$ cat config.mk
export PLATFORM = sky130hd
export DESIGN_NAME = utf8_text_statistics
export DESIGN_NICKNAME = d
export VERILOG_FILES = /design/src/rtl/core/utf8ts_pkg.sv /design/src/rtl/core/utf8ts_decode.sv /design/src/rtl/core/utf8ts_stats.sv /design/src/rtl/core/utf8_text_statistics.sv
export SDC_FILE = /design/constraint.sdc
export NUM_CORES = 1
export LEC_CHECK = 0
export ABC_AREA = 1
export ABC_CLOCK_PERIOD_IN_PS = 7400
export BUFFER_PORTS_ARGS = -buffer_cell sky130_fd_sc_hd__buf_2
export CORE_UTILIZATION = 60
export CTS_BUF_LIST = sky130_fd_sc_hd__clkbuf_4 sky130_fd_sc_hd__clkbuf_8
export CTS_CLUSTER_DIAMETER = 30
export DETAILED_ROUTE_END_ITERATION = 8
export GPL_ROUTABILITY_DRIVEN = 0
export PLACE_DENSITY = 0.8
export SLEW_MARGIN = 30
export SYNTH_ARGS = -nofsm -noshare
export SYNTH_HDL_FRONTEND = slang
export SYNTH_SLANG_ARGS = --single-unit
$ cat constraint.sdc
create_clock -name clk -period 7.4 [get_ports clk]
set_clock_uncertainty 0.05 [all_clocks]
set_input_delay 0.37 -clock clk [delete_from_list [all_inputs] [get_ports clk]]
set_output_delay 0.37 -clock clk [all_outputs]
set_load 0.1 [all_outputs]
$ cat src/rtl/core/utf8ts_pkg.sv
`timescale 1ns / 1ps
// ----------------------------------------------------------------------------
// utf8ts_pkg
// Shared widths, UTF-8 byte classes, event type and counter helpers for the
// UTF-8 text statistics block.
// ----------------------------------------------------------------------------
package utf8ts_pkg;

    // width of every internal total
    localparam int COUNT_WIDTH = 32;
    // width of the reported fields
    localparam int OUT_WIDTH   = 32;

    typedef logic [COUNT_WIDTH-1:0] cnt_t;
    typedef logic [20:0]            code_t;

    // byte classes
    localparam logic [7:0] LEAD2_LO   = 8'hc2;
    localparam logic [7:0] LEAD2_HI   = 8'hdf;
    localparam logic [7:0] LEAD3_LO   = 8'he0;
    localparam logic [7:0] LEAD3_HI   = 8'hef;
    localparam logic [7:0] LEAD4_LO   = 8'hf0;
    localparam logic [7:0] LEAD4_HI   = 8'hf4;
    localparam logic [7:0] ASCII_LIM  = 8'h80;

    // code points of interest
    localparam code_t CP_NULL      = 21'h000000;
    localparam code_t CP_QUESTION  = 21'h00003f;
    localparam code_t CP_REPL      = 21'h00fffd;
    localparam code_t CP_MAX       = 21'h10ffff;
    localparam code_t CP_SURR_LO   = 21'h00d800;
    localparam code_t CP_SURR_HI   = 21'h00dfff;
    localparam code_t CP_MIN3      = 21'h000800;
    localparam code_t CP_MIN4      = 21'h010000;

    // Hangul ranges
    localparam code_t HG_JAMO_LO   = 21'h001100;
    localparam code_t HG_JAMO_HI   = 21'h0011ff;
    localparam code_t HG_COMPAT_LO = 21'h003130;
    localparam code_t HG_COMPAT_HI = 21'h00318f;
    localparam code_t HG_EXTA_LO   = 21'h00a960;
    localparam code_t HG_EXTA_HI   = 21'h00a97f;
    localparam code_t HG_SYL_LO    = 21'h00ac00;
    localparam code_t HG_SYL_HI    = 21'h00d7a3;
    localparam code_t HG_EXTB_LO   = 21'h00d7b0;
    localparam code_t HG_EXTB_HI   = 21'h00d7ff;

    // per-item counting events from the decoder
    typedef struct packed {
        logic       last;
        logic       hangul;
        logic       question;
        logic       zero_byte;
        logic [2:0] repl;
    } utf8ts_event_t;

    // saturating add of two totals
    function automatic cnt_t sat_add(cnt_t a, cnt_t b);
        logic [COUNT_WIDTH:0] s;
        s = {1'b0, a} + {1'b0, b};
        return s[COUNT_WIDTH] ? {COUNT_WIDTH{1'b1}} : s[COUNT_WIDTH-1:0];
    endfunction

    // low bits of a total for the result fields
    function automatic logic [OUT_WIDTH-1:0] to_out(cnt_t v);
        logic [63:0] w;
        w = 64'(v);
        return w[OUT_WIDTH-1:0];
    endfunction

endpackage

$ cat src/rtl/core/utf8ts_decode.sv
`timescale 1ns / 1ps
// ----------------------------------------------------------------------------
// utf8ts_decode
// Strict UTF-8 decoder step: keeps the open sequence and turns one item into
// counting events (Hangul, question mark, null, replacement count).
// ----------------------------------------------------------------------------
module utf8ts_decode
    import utf8ts_pkg::*;
(
    input  logic          clk,
    input  logic          rst_n,
    input  logic          step,
    input  logic [7:0]    text_byte,
    input  logic          has_byte,
    input  logic          end_of_text,
    output utf8ts_event_t ev
);

    logic [1:0] needed_reg, needed_next;
    logic [1:0] collected_reg, collected_next;
    code_t      partial_reg, partial_next;

    logic       do_lead;
    logic       point_valid;
    code_t      point;
    code_t      joined;
    logic [1:0] coll_inc;
    logic       bad;
    logic [2:0] repl_break;
    logic [2:0] repl_reject;
    logic [2:0] repl_flush;
    logic       hangul_hit;

    // next sequence state and the single decoded point of this item
    always_comb
    begin
        needed_next    = needed_reg;
        collected_next = collected_reg;
        partial_next   = partial_reg;
        do_lead        = 1'b0;
        point_valid    = 1'b0;
        point          = CP_NULL;
        repl_break     = 3'd0;
        repl_reject    = 3'd0;
        repl_flush     = 3'd0;
        joined         = {partial_reg[14:0], text_byte[5:0]};
        coll_inc       = collected_reg + 2'd1;
        bad            = 1'b0;

        if (has_byte)
        begin
            if (needed_reg == 2'd0)
            begin
                do_lead = 1'b1;
            end
            else if (text_byte[7:6] != 2'b10)
            begin
                // broken sequence: lead and continuations so far are replaced
                repl_break     = 3'({1'b0, collected_reg}) + 3'd1;
                needed_next    = 2'd0;
                collected_next = 2'd0;
                partial_next   = CP_NULL;
                do_lead        = 1'b1;
            end
            else
            begin
                partial_next   = joined;
                collected_next = coll_inc;
                if (coll_inc == needed_reg)
                begin
                    bad = (needed_reg == 2'd2 && joined < CP_MIN3) ||
                          (needed_reg == 2'd3 && joined < CP_MIN4) ||
                          (joined >= CP_SURR_LO && joined <= CP_SURR_HI) ||
                          (joined > CP_MAX);
                    if (bad)
                    begin
                        repl_reject = 3'({1'b0, needed_reg}) + 3'd1;
                    end
                    else
                    begin
                        point_valid = 1'b1;
                        point       = joined;
                    end
                    needed_next    = 2'd0;
                    collected_next = 2'd0;
                    partial_next   = CP_NULL;
                end
            end

            // lead byte classification
            if (do_lead)
            begin
                if (text_byte < ASCII_LIM)
                begin
                    point_valid = 1'b1;
                    point       = 21'(text_byte);
                end
                else if (text_byte >= LEAD2_LO && text_byte <= LEAD2_HI)
                begin
                    partial_next   = 21'(text_byte[4:0]);
                    needed_next    = 2'd1;
                    collected_next = 2'd0;
                end
                else if (text_byte >= LEAD3_LO && text_byte <= LEAD3_HI)
                begin
                    partial_next   = 21'(text_byte[3:0]);
                    needed_next    = 2'd2;
                    collected_next = 2'd0;
                end
                else if (text_byte >= LEAD4_LO && text_byte <= LEAD4_HI)
                begin
                    partial_next   = 21'(text_byte[2:0]);
                    needed_next    = 2'd3;
                    collected_next = 2'd0;
                end
                else
                begin
                    point_valid = 1'b1;
                    point       = CP_REPL;
                end
            end
        end

        // flush a sequence still open at end of text
        if (end_of_text && needed_next != 2'd0)
        begin
            repl_flush     = 3'({1'b0, collected_next}) + 3'd1;
            needed_next    = 2'd0;
            collected_next = 2'd0;
            partial_next   = CP_NULL;
        end
    end

    // point classification
    always_comb
    begin
        hangul_hit = (point >= HG_JAMO_LO   && point <= HG_JAMO_HI)   ||
                     (point >= HG_COMPAT_LO && point <= HG_COMPAT_HI) ||
                     (point >= HG_EXTA_LO   && point <= HG_EXTA_HI)   ||
                     (point >= HG_SYL_LO    && point <= HG_SYL_HI)    ||
                     (point >= HG_EXTB_LO   && point <= HG_EXTB_HI);
        ev.last      = end_of_text;
        ev.hangul    = point_valid && hangul_hit;
        ev.question  = point_valid && (point == CP_QUESTION);
        ev.zero_byte = point_valid && (point == CP_NULL);
        ev.repl      = repl_break + repl_reject + repl_flush +
                       3'(point_valid && (point == CP_REPL));
    end

    // sequence state
    always_ff @(posedge clk or negedge rst_n)
    begin
        if (!rst_n)
        begin
            needed_reg    <= 2'd0;
            collected_reg <= 2'd0;
            partial_reg   <= CP_NULL;
        end
        else if (step)
        begin
            needed_reg    <= needed_next;
            collected_reg <= collected_next;
            partial_reg   <= partial_next;
        end
    end

    // no open sequence keeps a collected count
    a_idle_clear: assert property (@(posedge clk) disable iff (!rst_n)
        (needed_reg == 2'd0) |-> (collected_reg == 2'd0))
        else $error("collected count without an open sequence");

    // an open sequence is never already complete
    a_open_short: assert property (@(posedge clk) disable iff (!rst_n)
        (needed_reg != 2'd0) |-> (collected_reg < needed_reg))
        else $error("open sequence holds all its bytes");

    // end of text always closes the sequence
    a_end_flush: assert property (@(posedge clk) disable iff (!rst_n)
        (step && end_of_text) |=> (needed_reg == 2'd0))
        else $error("sequence left open across end of text");

    // replacement count of one item stays within four
    a_repl_bound: assert property (@(posedge clk) disable iff (!rst_n)
        step |-> (ev.repl <= 3'd4))
        else $error("replacement count out of range");

endmodule

$ cat src/rtl/core/utf8ts_stats.sv
`timescale 1ns / 1ps
// ----------------------------------------------------------------------------
// utf8ts_stats
// Saturating totals and the result register loaded at each end of text.
// ----------------------------------------------------------------------------
module utf8ts_stats
    import utf8ts_pkg::*;
(
    input  logic                 clk,
    input  logic                 rst_n,
    input  logic                 step,
    input  utf8ts_event_t        ev,
    input  logic                 out_ready,
    output logic                 out_valid,
    output logic [OUT_WIDTH-1:0] text_entities,
    output logic [OUT_WIDTH-1:0] hangul_text_entities,
    output logic [OUT_WIDTH-1:0] hangul_chars,
    output logic [OUT_WIDTH-1:0] qmark_chars,
    output logic [OUT_WIDTH-1:0] replacement_chars,
    output logic [OUT_WIDTH-1:0] null_chars,
    output logic [OUT_WIDTH-1:0] entity_hangul_chars
);

    cnt_t cur_hangul_reg, cur_hangul_next;
    cnt_t entity_reg, entity_next;
    cnt_t hg_entity_reg, hg_entity_next;
    cnt_t hg_char_reg, hg_char_next;
    cnt_t question_reg, question_next;
    cnt_t repl_reg, repl_next;
    cnt_t null_reg, null_next;
    cnt_t ent_h;
    logic out_valid_reg, out_valid_next;

    logic [OUT_WIDTH-1:0] r_entity_reg, r_hg_entity_reg, r_hg_char_reg;
    logic [OUT_WIDTH-1:0] r_question_reg, r_repl_reg, r_null_reg, r_ent_h_reg;

    // total updates for one item
    always_comb
    begin
        ent_h           = sat_add(cur_hangul_reg, COUNT_WIDTH'(ev.hangul));
        question_next   = sat_add(question_reg, COUNT_WIDTH'(ev.question));
        null_next       = sat_add(null_reg, COUNT_WIDTH'(ev.zero_byte));
        repl_next       = sat_add(repl_reg, COUNT_WIDTH'(ev.repl));
        entity_next     = entity_reg;
        hg_entity_next  = hg_entity_reg;
        hg_char_next    = hg_char_reg;
        cur_hangul_next = ent_h;
        if (ev.last)
        begin
            entity_next     = sat_add(entity_reg, COUNT_WIDTH'(1));
            cur_hangul_next = '0;
            if (ent_h != '0)
            begin
                hg_entity_next = sat_add(hg_entity_reg, COUNT_WIDTH'(1));
                hg_char_next   = sat_add(hg_char_reg, ent_h);
            end
        end
    end

    // result slot occupancy
    always_comb
    begin
        if (step && ev.last)
            out_valid_next = 1'b1;
        else if (out_ready)
            out_valid_next = 1'b0;
        else
            out_valid_next = out_valid_reg;
    end

    // totals and control
    always_ff @(posedge clk or negedge rst_n)
    begin
        if (!rst_n)
        begin
            cur_hangul_reg <= '0;
            entity_reg     <= '0;
            hg_entity_reg  <= '0;
            hg_char_reg    <= '0;
            question_reg   <= '0;
            repl_reg       <= '0;
            null_reg       <= '0;
            out_valid_reg  <= 1'b0;
        end
        else
        begin
            out_valid_reg <= out_valid_next;
            if (step)
            begin
                cur_hangul_reg <= cur_hangul_next;
                entity_reg     <= entity_next;
                hg_entity_reg  <= hg_entity_next;
                hg_char_reg    <= hg_char_next;
                question_reg   <= question_next;
                repl_reg       <= repl_next;
                null_reg       <= null_next;
            end
        end
    end

    // result payload
    always_ff @(posedge clk)
    begin
        if (step && ev.last)
        begin
            r_entity_reg    <= to_out(entity_next);
            r_hg_entity_reg <= to_out(hg_entity_next);
            r_hg_char_reg   <= to_out(hg_char_next);
            r_question_reg  <= to_out(question_next);
            r_repl_reg      <= to_out(repl_next);
            r_null_reg      <= to_out(null_next);
            r_ent_h_reg     <= to_out(ent_h);
        end
    end

    assign out_valid            = out_valid_reg;
    assign text_entities        = r_entity_reg;
    assign hangul_text_entities = r_hg_entity_reg;
    assign hangul_chars         = r_hg_char_reg;
    assign qmark_chars          = r_question_reg;
    assign replacement_chars    = r_repl_reg;
    assign null_chars           = r_null_reg;
    assign entity_hangul_chars  = r_ent_h_reg;

    // a finished text never overwrites a result not yet taken
    a_no_overrun: assert property (@(posedge clk) disable iff (!rst_n)
        (step && ev.last) |-> (!out_valid_reg || out_ready))
        else $error("result overwritten before transfer");

    // entity total moves only on end of text
    a_entity_hold: assert property (@(posedge clk) disable iff (!rst_n)
        !(step && ev.last) |=> $stable(entity_reg))
        else $error("entity total changed without end of text");

endmodule

$ cat src/rtl/core/utf8_text_statistics.sv
`timescale 1ns / 1ps
// ----------------------------------------------------------------------------
// utf8_text_statistics
// Strict UTF-8 decoder with saturating text statistics, reported per string.
//
//   channel | handshake            | payload
//   --------+----------------------+---------------------------------------
//   in      | in_valid / in_ready  | text_byte, has_byte, end_of_text
//   out     | out_valid / out_ready| seven 32-bit totals, one per string end
//
// One item per cycle sustained, except while an ending item is held; a result
// is loaded into the result register once the item that ends a string has
// passed the input register. The decode step and the total updates are
// combinational from the input register, so items follow back to back.
// Reset clears the open sequence, all totals and both valid flags.
// An item ending a string waits in the input register while an untaken
// result blocks the result register; other items keep flowing.
// ----------------------------------------------------------------------------
module utf8_text_statistics
    import utf8ts_pkg::*;
(
    input  logic                 clk,
    input  logic                 rst_n,
    input  logic                 in_valid,
    output logic                 in_ready,
    input  logic [7:0]           text_byte,
    input  logic                 has_byte,
    input  logic                 end_of_text,
    output logic                 out_valid,
    input  logic                 out_ready,
    output logic [OUT_WIDTH-1:0] text_entities,
    output logic [OUT_WIDTH-1:0] hangul_text_entities,
    output logic [OUT_WIDTH-1:0] hangul_chars,
    output logic [OUT_WIDTH-1:0] qmark_chars,
    output logic [OUT_WIDTH-1:0] replacement_chars,
    output logic [OUT_WIDTH-1:0] null_chars,
    output logic [OUT_WIDTH-1:0] entity_hangul_chars
);

    logic          item_valid_reg, item_valid_next;
    logic [7:0]    byte_reg;
    logic          has_reg;
    logic          last_reg;
    logic          step;
    utf8ts_event_t ev;

    // item in the input register moves on unless it ends a string and the result slot is blocked
    assign step     = item_valid_reg && (!last_reg || !out_valid || out_ready);
    assign in_ready = !item_valid_reg || step;

    always_comb
    begin
        if (in_valid && in_ready)
            item_valid_next = 1'b1;
        else if (step)
            item_valid_next = 1'b0;
        else
            item_valid_next = item_valid_reg;
    end

    // input register
    always_ff @(posedge clk or negedge rst_n)
    begin
        if (!rst_n)
            item_valid_reg <= 1'b0;
        else
            item_valid_reg <= item_valid_next;
    end

    always_ff @(posedge clk)
    begin
        if (in_valid && in_ready)
        begin
            byte_reg <= text_byte;
            has_reg  <= has_byte;
            last_reg <= end_of_text;
        end
    end

    // decode step
    utf8ts_decode u_decode (
        .clk         (clk),
        .rst_n       (rst_n),
        .step        (step),
        .text_byte   (byte_reg),
        .has_byte    (has_reg),
        .end_of_text (last_reg),
        .ev          (ev)
    );

    // totals and result register
    utf8ts_stats u_stats (
        .clk                  (clk),
        .rst_n                (rst_n),
        .step                 (step),
        .ev                   (ev),
        .out_ready            (out_ready),
        .out_valid            (out_valid),
        .text_entities        (text_entities),
        .hangul_text_entities (hangul_text_entities),
        .hangul_chars         (hangul_chars),
        .qmark_chars          (qmark_chars),
        .replacement_chars    (replacement_chars),
        .null_chars           (null_chars),
        .entity_hangul_chars  (entity_hangul_chars)
    );

endmodule
* Word level (Yosys, flattened, before mapping)
Index checks and enable logic that the tools add are counted.
** Storage, ports and cells
- Register bits :: 485
- Input port bits :: 14
- Output and inout port bits :: 226
- Logic and storage cells :: 183
** Cells by class
- $add $sub $neg :: 14
- Order comparisons :: 22
- Equality and inequality tests :: 6
- Mux-type cells :: 79
- Reduce and logical (&&, ||, !) cells :: 40
** Operators by type and width (number)
- 21-bit two-way mux :: 20
- 32-bit two-way mux :: 13
- 32-bit by 1-bit adder with 33-bit output :: 3
- 21-bit by 16-bit >= comparator with 1-bit output, second input constant :: 4
- 21-bit by 16-bit less-or-equal comparator with 1-bit output, second input constant :: 4
- 32-bit by 1-bit adder with 33-bit output, second input constant :: 2
- 2-bit two-way mux :: 20
- 32-bit by 3-bit adder with 33-bit output :: 1
- 32-bit by 32-bit adder with 33-bit output :: 1
- 32-bit nonzero test :: 1
- 3-bit two-way mux :: 9
- 8-bit >= comparator, second input constant :: 3
- 8-bit less-or-equal comparator, second input constant :: 3
- 21-bit by 16-bit == test with 1-bit output, second input constant :: 1
- 21-bit by 6-bit == test with 1-bit output, second input constant :: 1
- 21-bit by 13-bit >= comparator with 1-bit output, second input constant :: 1
- 21-bit by 14-bit >= comparator with 1-bit output, second input constant :: 1
- 21-bit greater-than comparator, second input constant :: 1
- 21-bit by 13-bit less-or-equal comparator with 1-bit output, second input constant :: 1
- 21-bit by 14-bit less-or-equal comparator with 1-bit output, second input constant :: 1
- 21-bit zero test :: 1
- 21-bit by 12-bit < comparator with 1-bit output, second input constant :: 1
- 21-bit by 17-bit < comparator with 1-bit output, second input constant :: 1
- 1-bit logical AND :: 19
- other kinds (14) :: 48

* Logic depth before layout (Yosys ltp)
- Depth after elaboration :: 28
- Mapped depth :: 50
- Gate-level depth less buffers :: 49

* Modules after synthesis
Synthesis repeated with hierarchy kept, for this count alone.
** Second synthesis, totals
- Cell total of the unflattened synthesis :: 3550
- Area total of the unflattened synthesis :: 27765.4 µm²
** Modules (own cells, without submodules)
- utf8ts_stats :: times used 1, cells each 3125, area an instance 24980.2 µm²
- utf8ts_decode :: times used 1, cells each 406, area an instance 2418.6 µm²
- utf8_text_statistics :: times used 1, cells each 19, area an instance 366.6 µm²

* Worst setup path before layout
OpenSTA, ideal clock, no wires.
- Path kind :: reg-to-reg
- Start :: register u_stats.out_valid_reg, in the netlist u_stats.out_valid
- End :: register u_stats.r_ent_h_reg[0], in the netlist u_stats.entity_hangul_chars[0] (enable)
- Library setup time :: 577 ps
- Data arrival time :: 6100 ps
- Required time :: 6773 ps
- Slack :: 673 ps
- Stages on the path, launching flop included :: 5
- Path buffers :: 1
- Period minus slack after synthesis :: 6727 ps
- Cell sequence :: dfrtp_1 > a31oi_1 > clkbuf_1 > nand2_1 > inv_1
** Between the ends
- Longest elaborated chain between the ends :: 5
** RTL lines
- start: declaration :: RTL line utf8ts_stats.sv:32 : logic out_valid_reg, out_valid_next;
- start signal: assignment :: RTL line utf8ts_stats.sv:87 : out_valid_reg <= out_valid_next;
- 1-bit zero test :: RTL line utf8_text_statistics.sv:48 : assign step = item_valid_reg && (!last_reg || !out_valid || out_ready);
- 1-bit logical OR (2 in a row) :: RTL line utf8_text_statistics.sv:48
- 1-bit logical AND :: RTL line utf8_text_statistics.sv:48
- 1-bit logical AND :: RTL line utf8ts_stats.sv:104 : if (step && ev.last)
- end signal: assignment :: RTL line utf8ts_stats.sv:112 : r_ent_h_reg <= to_out(ent_h);
- end: declaration :: RTL line utf8ts_stats.sv:35 : logic [OUT_WIDTH-1:0] r_question_reg, r_repl_reg, r_null_reg, r_ent_h_reg;
No other way between the ends.
A chain may end at the register's enable or synchronous reset.

* Worst setup path in the final report
- Start :: register u_decode.needed_reg[0]
- End :: register u_stats.r_hg_char_reg[23], in the netlist u_stats.hangul_chars[23], data pin
** Between the ends
- Longest elaborated chain between the ends :: 28
** RTL lines
- start: declaration :: RTL line utf8ts_decode.sv:19 : logic [1:0] needed_reg, needed_next;
- start signal: assignment :: RTL line utf8ts_decode.sv:161 : needed_reg <= needed_next;
- 2-bit == test (on tied branches) :: RTL line utf8ts_decode.sv:71, utf8ts_decode.sv:72
- 1-bit logical AND (on tied branches) :: RTL line utf8ts_decode.sv:71, utf8ts_decode.sv:72
- 1-bit logical OR :: RTL line utf8ts_decode.sv:71 : bad = (needed_reg == 2'd2 && joined < CP_MIN3) ||
- 1-bit logical OR :: RTL line utf8ts_decode.sv:72 : (needed_reg == 2'd3 && joined < CP_MIN4) ||
- 1-bit logical OR :: RTL line utf8ts_decode.sv:73 : (joined >= CP_SURR_LO && joined <= CP_SURR_HI) ||
- 21-bit two-way mux :: RTL line utf8ts_decode.sv:75 : if (bad)
- 21-bit two-way mux :: RTL line utf8ts_decode.sv:69 : if (coll_inc == needed_reg)
- 21-bit two-way mux :: RTL line utf8ts_decode.sv:56 : else if (text_byte[7:6] != 2'b10)
- [... 14 more ...]
- 32-bit by 1-bit adder with 33-bit output (*) :: RTL line utf8ts_pkg.sv:60 : s = {1'b0, a} + {1'b0, b};
- 32-bit two-way mux (*) :: RTL line utf8ts_pkg.sv:61 : return s[COUNT_WIDTH] ? {COUNT_WIDTH{1'b1}} : s[COUNT_WIDTH-1:0];
- via u_stats.ent_h[8] :: RTL line utf8ts_stats.sv:31 : cnt_t ent_h;
- 32-bit by 32-bit adder with 33-bit output :: RTL line utf8ts_pkg.sv:60
- 32-bit two-way mux :: RTL line utf8ts_pkg.sv:61
- 32-bit two-way mux (*) :: RTL line utf8ts_stats.sv:52 : if (ent_h != '0)
- 32-bit two-way mux (*) :: RTL line utf8ts_stats.sv:48 : if (ev.last)
- via u_stats.hg_char_next[23] :: RTL line utf8ts_stats.sv:27 : cnt_t hg_char_reg, hg_char_next;
- end signal: assignment :: RTL line utf8ts_stats.sv:108 : r_hg_char_reg <= to_out(hg_char_next);
- end: declaration :: RTL line utf8ts_stats.sv:34 : logic [OUT_WIDTH-1:0] r_entity_reg, r_hg_entity_reg, r_hg_char_reg;
Mark *: on every way through the listed nets, which the timed path passes. The rest lies on a longest branch. The select of a mux whose other input is x is not followed.

==> flow_metrics.tcl <==
set metrics [dict create \
    tightest_slew_ns 0.973 \
    crit_fanout 26 \
    std_cell_rows 76 \
    cp-start-kind "flip-flop" \
    vias 24800 \
    firstDrtPassIters 8 \
    place_worst_setup_slack_ns 0.0657 \
    die_area_sq_um 45400 \
    syn_inst 3379 \
    cp-end-kind "flip-flop" \
    synth_flop_cell "dfrtp_1" \
    synth_edf_count 234 \
    yosys_warnings 0 \
    post-route-util_pct 71.7 \
    overflow 0 \
    drive_above_1_share_pct 14.8 \
    drv_slew 0 \
    max-slew-margin-rel_pct 35.0 \
    routed.top_layer "met4" \
    pwr_density_cell_nw_per_um2 281 \
    peakVddDrop_uv 276 \
    grt_pass1_wl_microns 115000 \
    fin_crit_sh_pct 94.2 \
    cp_common_cell "nand2_1" \
    die_w_microns 213 \
    initial_utilization_pct 61.5 \
    wl_met3_microns 5460 \
    cts_tree "built" \
    drc 0 \
    setup_viol 0 \
    synth_nets 3447 \
    p_leak_uw 0.0139 \
    critPathKind "flip-flop to flip-flop" \
    clkTransAtPathRegs_ns 0.06 \
    io_buffers 239 \
    r2r_cells 38 \
    route.met2.wl_microns 34400 \
    routed_wl_microns 71400 \
    cts_made_buffers 99 \
    fin_cells 4323 \
    wire_per_inst_microns 16.5 \
    drt_iter0_markers 2772 \
    dpl.hpwl_microns 48700 \
    grt_util_all_layers_pct 31.7 \
    cp_slowest_cell "a21boi_0" \
    maxCapViolations 0 \
    setup_slack_ns 0.429 \
    root_buffer "clkbuf_8" \
    antenna_found_initial 0 \
    synth_area_sq_um 26700 \
    arrival_ns 7.37 \
    finalCriticalPeriod_ns 6.97 \
    syn_area_per_cell_sq_um 7.91 \
    ios 240 \
    htree_levels 3 \
    core-area_sq_um 43500 \
    grt_pass1_vias 23600 \
    antenna_left 0 \
    fin_nets 3718 \
    critPathRequiredTime_ns 7.80 \
    synth.distinct_cells 54 \
    holdCritPathClass "input port to asynchronous set/reset pin" \
    vias_per_cell 5.74 \
    dp_cells 4111 \
    final_common_cell "nand2_1" \
    finalPower_uw 8750 \
    synth_top_cell_by_area "edfxtp_1" \
    mostFrequentLayoutCells "nand2_1, inv_1, nand3_1" \
    fillers 3306 \
    netlist_top_cells_area "edfxtp_1, dfrtp_1, nand2_1, nand3_1, inv_1" \
    cpPeakStageDelay_ns 0.48 \
    clockBufferDepth 3 \
    status "completed" \
    synthArstFlopShare_pct 51.1 \
    grt_max_degree 147 \
    cts_sinks 479 \
    synth_top_area_share_pct 26.3 \
    drt-met1-wl_microns 28500 \
    area_delta_synth_final_pct 16.6 \
    synth_seq_cells 479 \
    yosysSeqAreaShare_pct 49.2 \
    clk_latency_ns 0.70 \
    die_y_microns 213 \
    max_freq_mhz 143 \
    hold_viol 0 \
]
[critical path: cells and delay by family (launching register included)]
kind,cells,cell delay [ns]
xor gates and xnor gates,1,0.16
adders and majority gates,4,1.17
DFF,1,0.41
AOI/OAI and AO/OA,4,1.03
and+or+nand+nor,22,2.81
buffers and inverters,7,1.06
[kinds of logic (layout without fill, tap and decap cells)]
group                      Yosys count  after routing  synth area share, %
and+or+nand+nor                   1884           1884                 30.4
buffers and inverters              515            873                 7.39
DFF                                479            479                 49.2
AOI/OAI and AO/OA                  358            358                 7.37
xor gates and xnor gates            85             85                 2.79
adders and majority gates           54             54                 2.67
muxes                                4              4                0.150
other                                0              1                    0
[power breakdown]
group | switching, uW | internal [uW]
sequential | 221 | 3130
combinational | 1700 | 496
clock | 1240 | 1960
[worst paths after layout]
| check | from | endpoint | slack, ns |
|---|---|---|---|
| max in group asynchronous | rst_n | u_stats.hg_entity_reg[9] | 6.13 |
| worst max register to register | u_decode.needed_reg[0] | u_stats.hangul_chars[23] | 0.43 |
| worst min-delay path | rst_n | u_stats.question_reg[13] | 0.1 |
| worst max-delay path | u_decode.needed_reg[0] | u_stats.hangul_chars[23] | 0.43 |
| min in group clk | has_byte | has_reg | 0.35 |
| worst min register to register | u_stats.repl_reg[2] | u_stats.repl_reg[2] | 0.44 |
[metal layers]
| metal | vias up | track usage (%) |
|---|---|---|
| li1 | 11800 | - |
| met1 | 11500 | 40.3 |
| met3 | 254 | 5.43 |
| met5 | - | 0 |
| met2 | 1277 | 52.5 |
| met4 | 0 | 15.9 |
[cells in the mapped netlist (7+ instances only)]
cell and number:
nor3_1 80, edfxtp_1 234, nand4_1 101, nor4_1 30, nand3_1 296, o21a_1 7
inv_1 394, a21boi_0 7, nand3b_1 8, nor2_2 7, o21ai_1 18, clkbuf_1 74
nor2_1 282, o22ai_1 12, a21oi_1 55, dfrtp_1 245, xor2_1 57, ha_1 49
buf_1 12, o21ai_0 195, nand2_1 1028, xnor2_1 28, a31oi_1 37, or2_2 34
buf_2 24
[repair_timing]
action / 4_1_cts / 5_1_grt
resized for setup: 0 / 46
setup endpoints to repair: 0 / 108
buffers inserted: 0 / 9
hold endpoints to repair: 125 / 0
hold buffers: 13 / 0
[through the flow]
| step | setup TNS [ns] | instance area [sq um] | hold WS [ns] |
|---|---|---|---|
| 2_1_floorplan | 0 | 26700 | 0.0244 |
| 3_3_place_gp | 0 | 28400 | 0.415 |
| 3_5_place_dp | 0 | 28400 | 0.426 |
| 4_1_cts | 0 | 30900 | 0.303 |
| 5_1_grt | -0.0440 | 31200 | 0.100 |
| 6_report | 0 | 31200 | 0.0988 |
[final cells by class]
type / instances / area [sq um] / share of cell area (%)
Sequential cell: 479 / 13200 / 42.2
Multi-Input combinational cell: 2385 / 11800 / 37.8
Clock buffer: 133 / 1640 / 5.27
Timing Repair Buffer: 282 / 1640 / 5.27
Inverter: 403 / 1530 / 4.90
Tap cell: 585 / 732 / 2.35
Clock inverter: 55 / 688 / 2.21
Antenna cell: 1 / 2.50 / 0.00803
No activity file was read; power rests on OpenSTA's default activity.
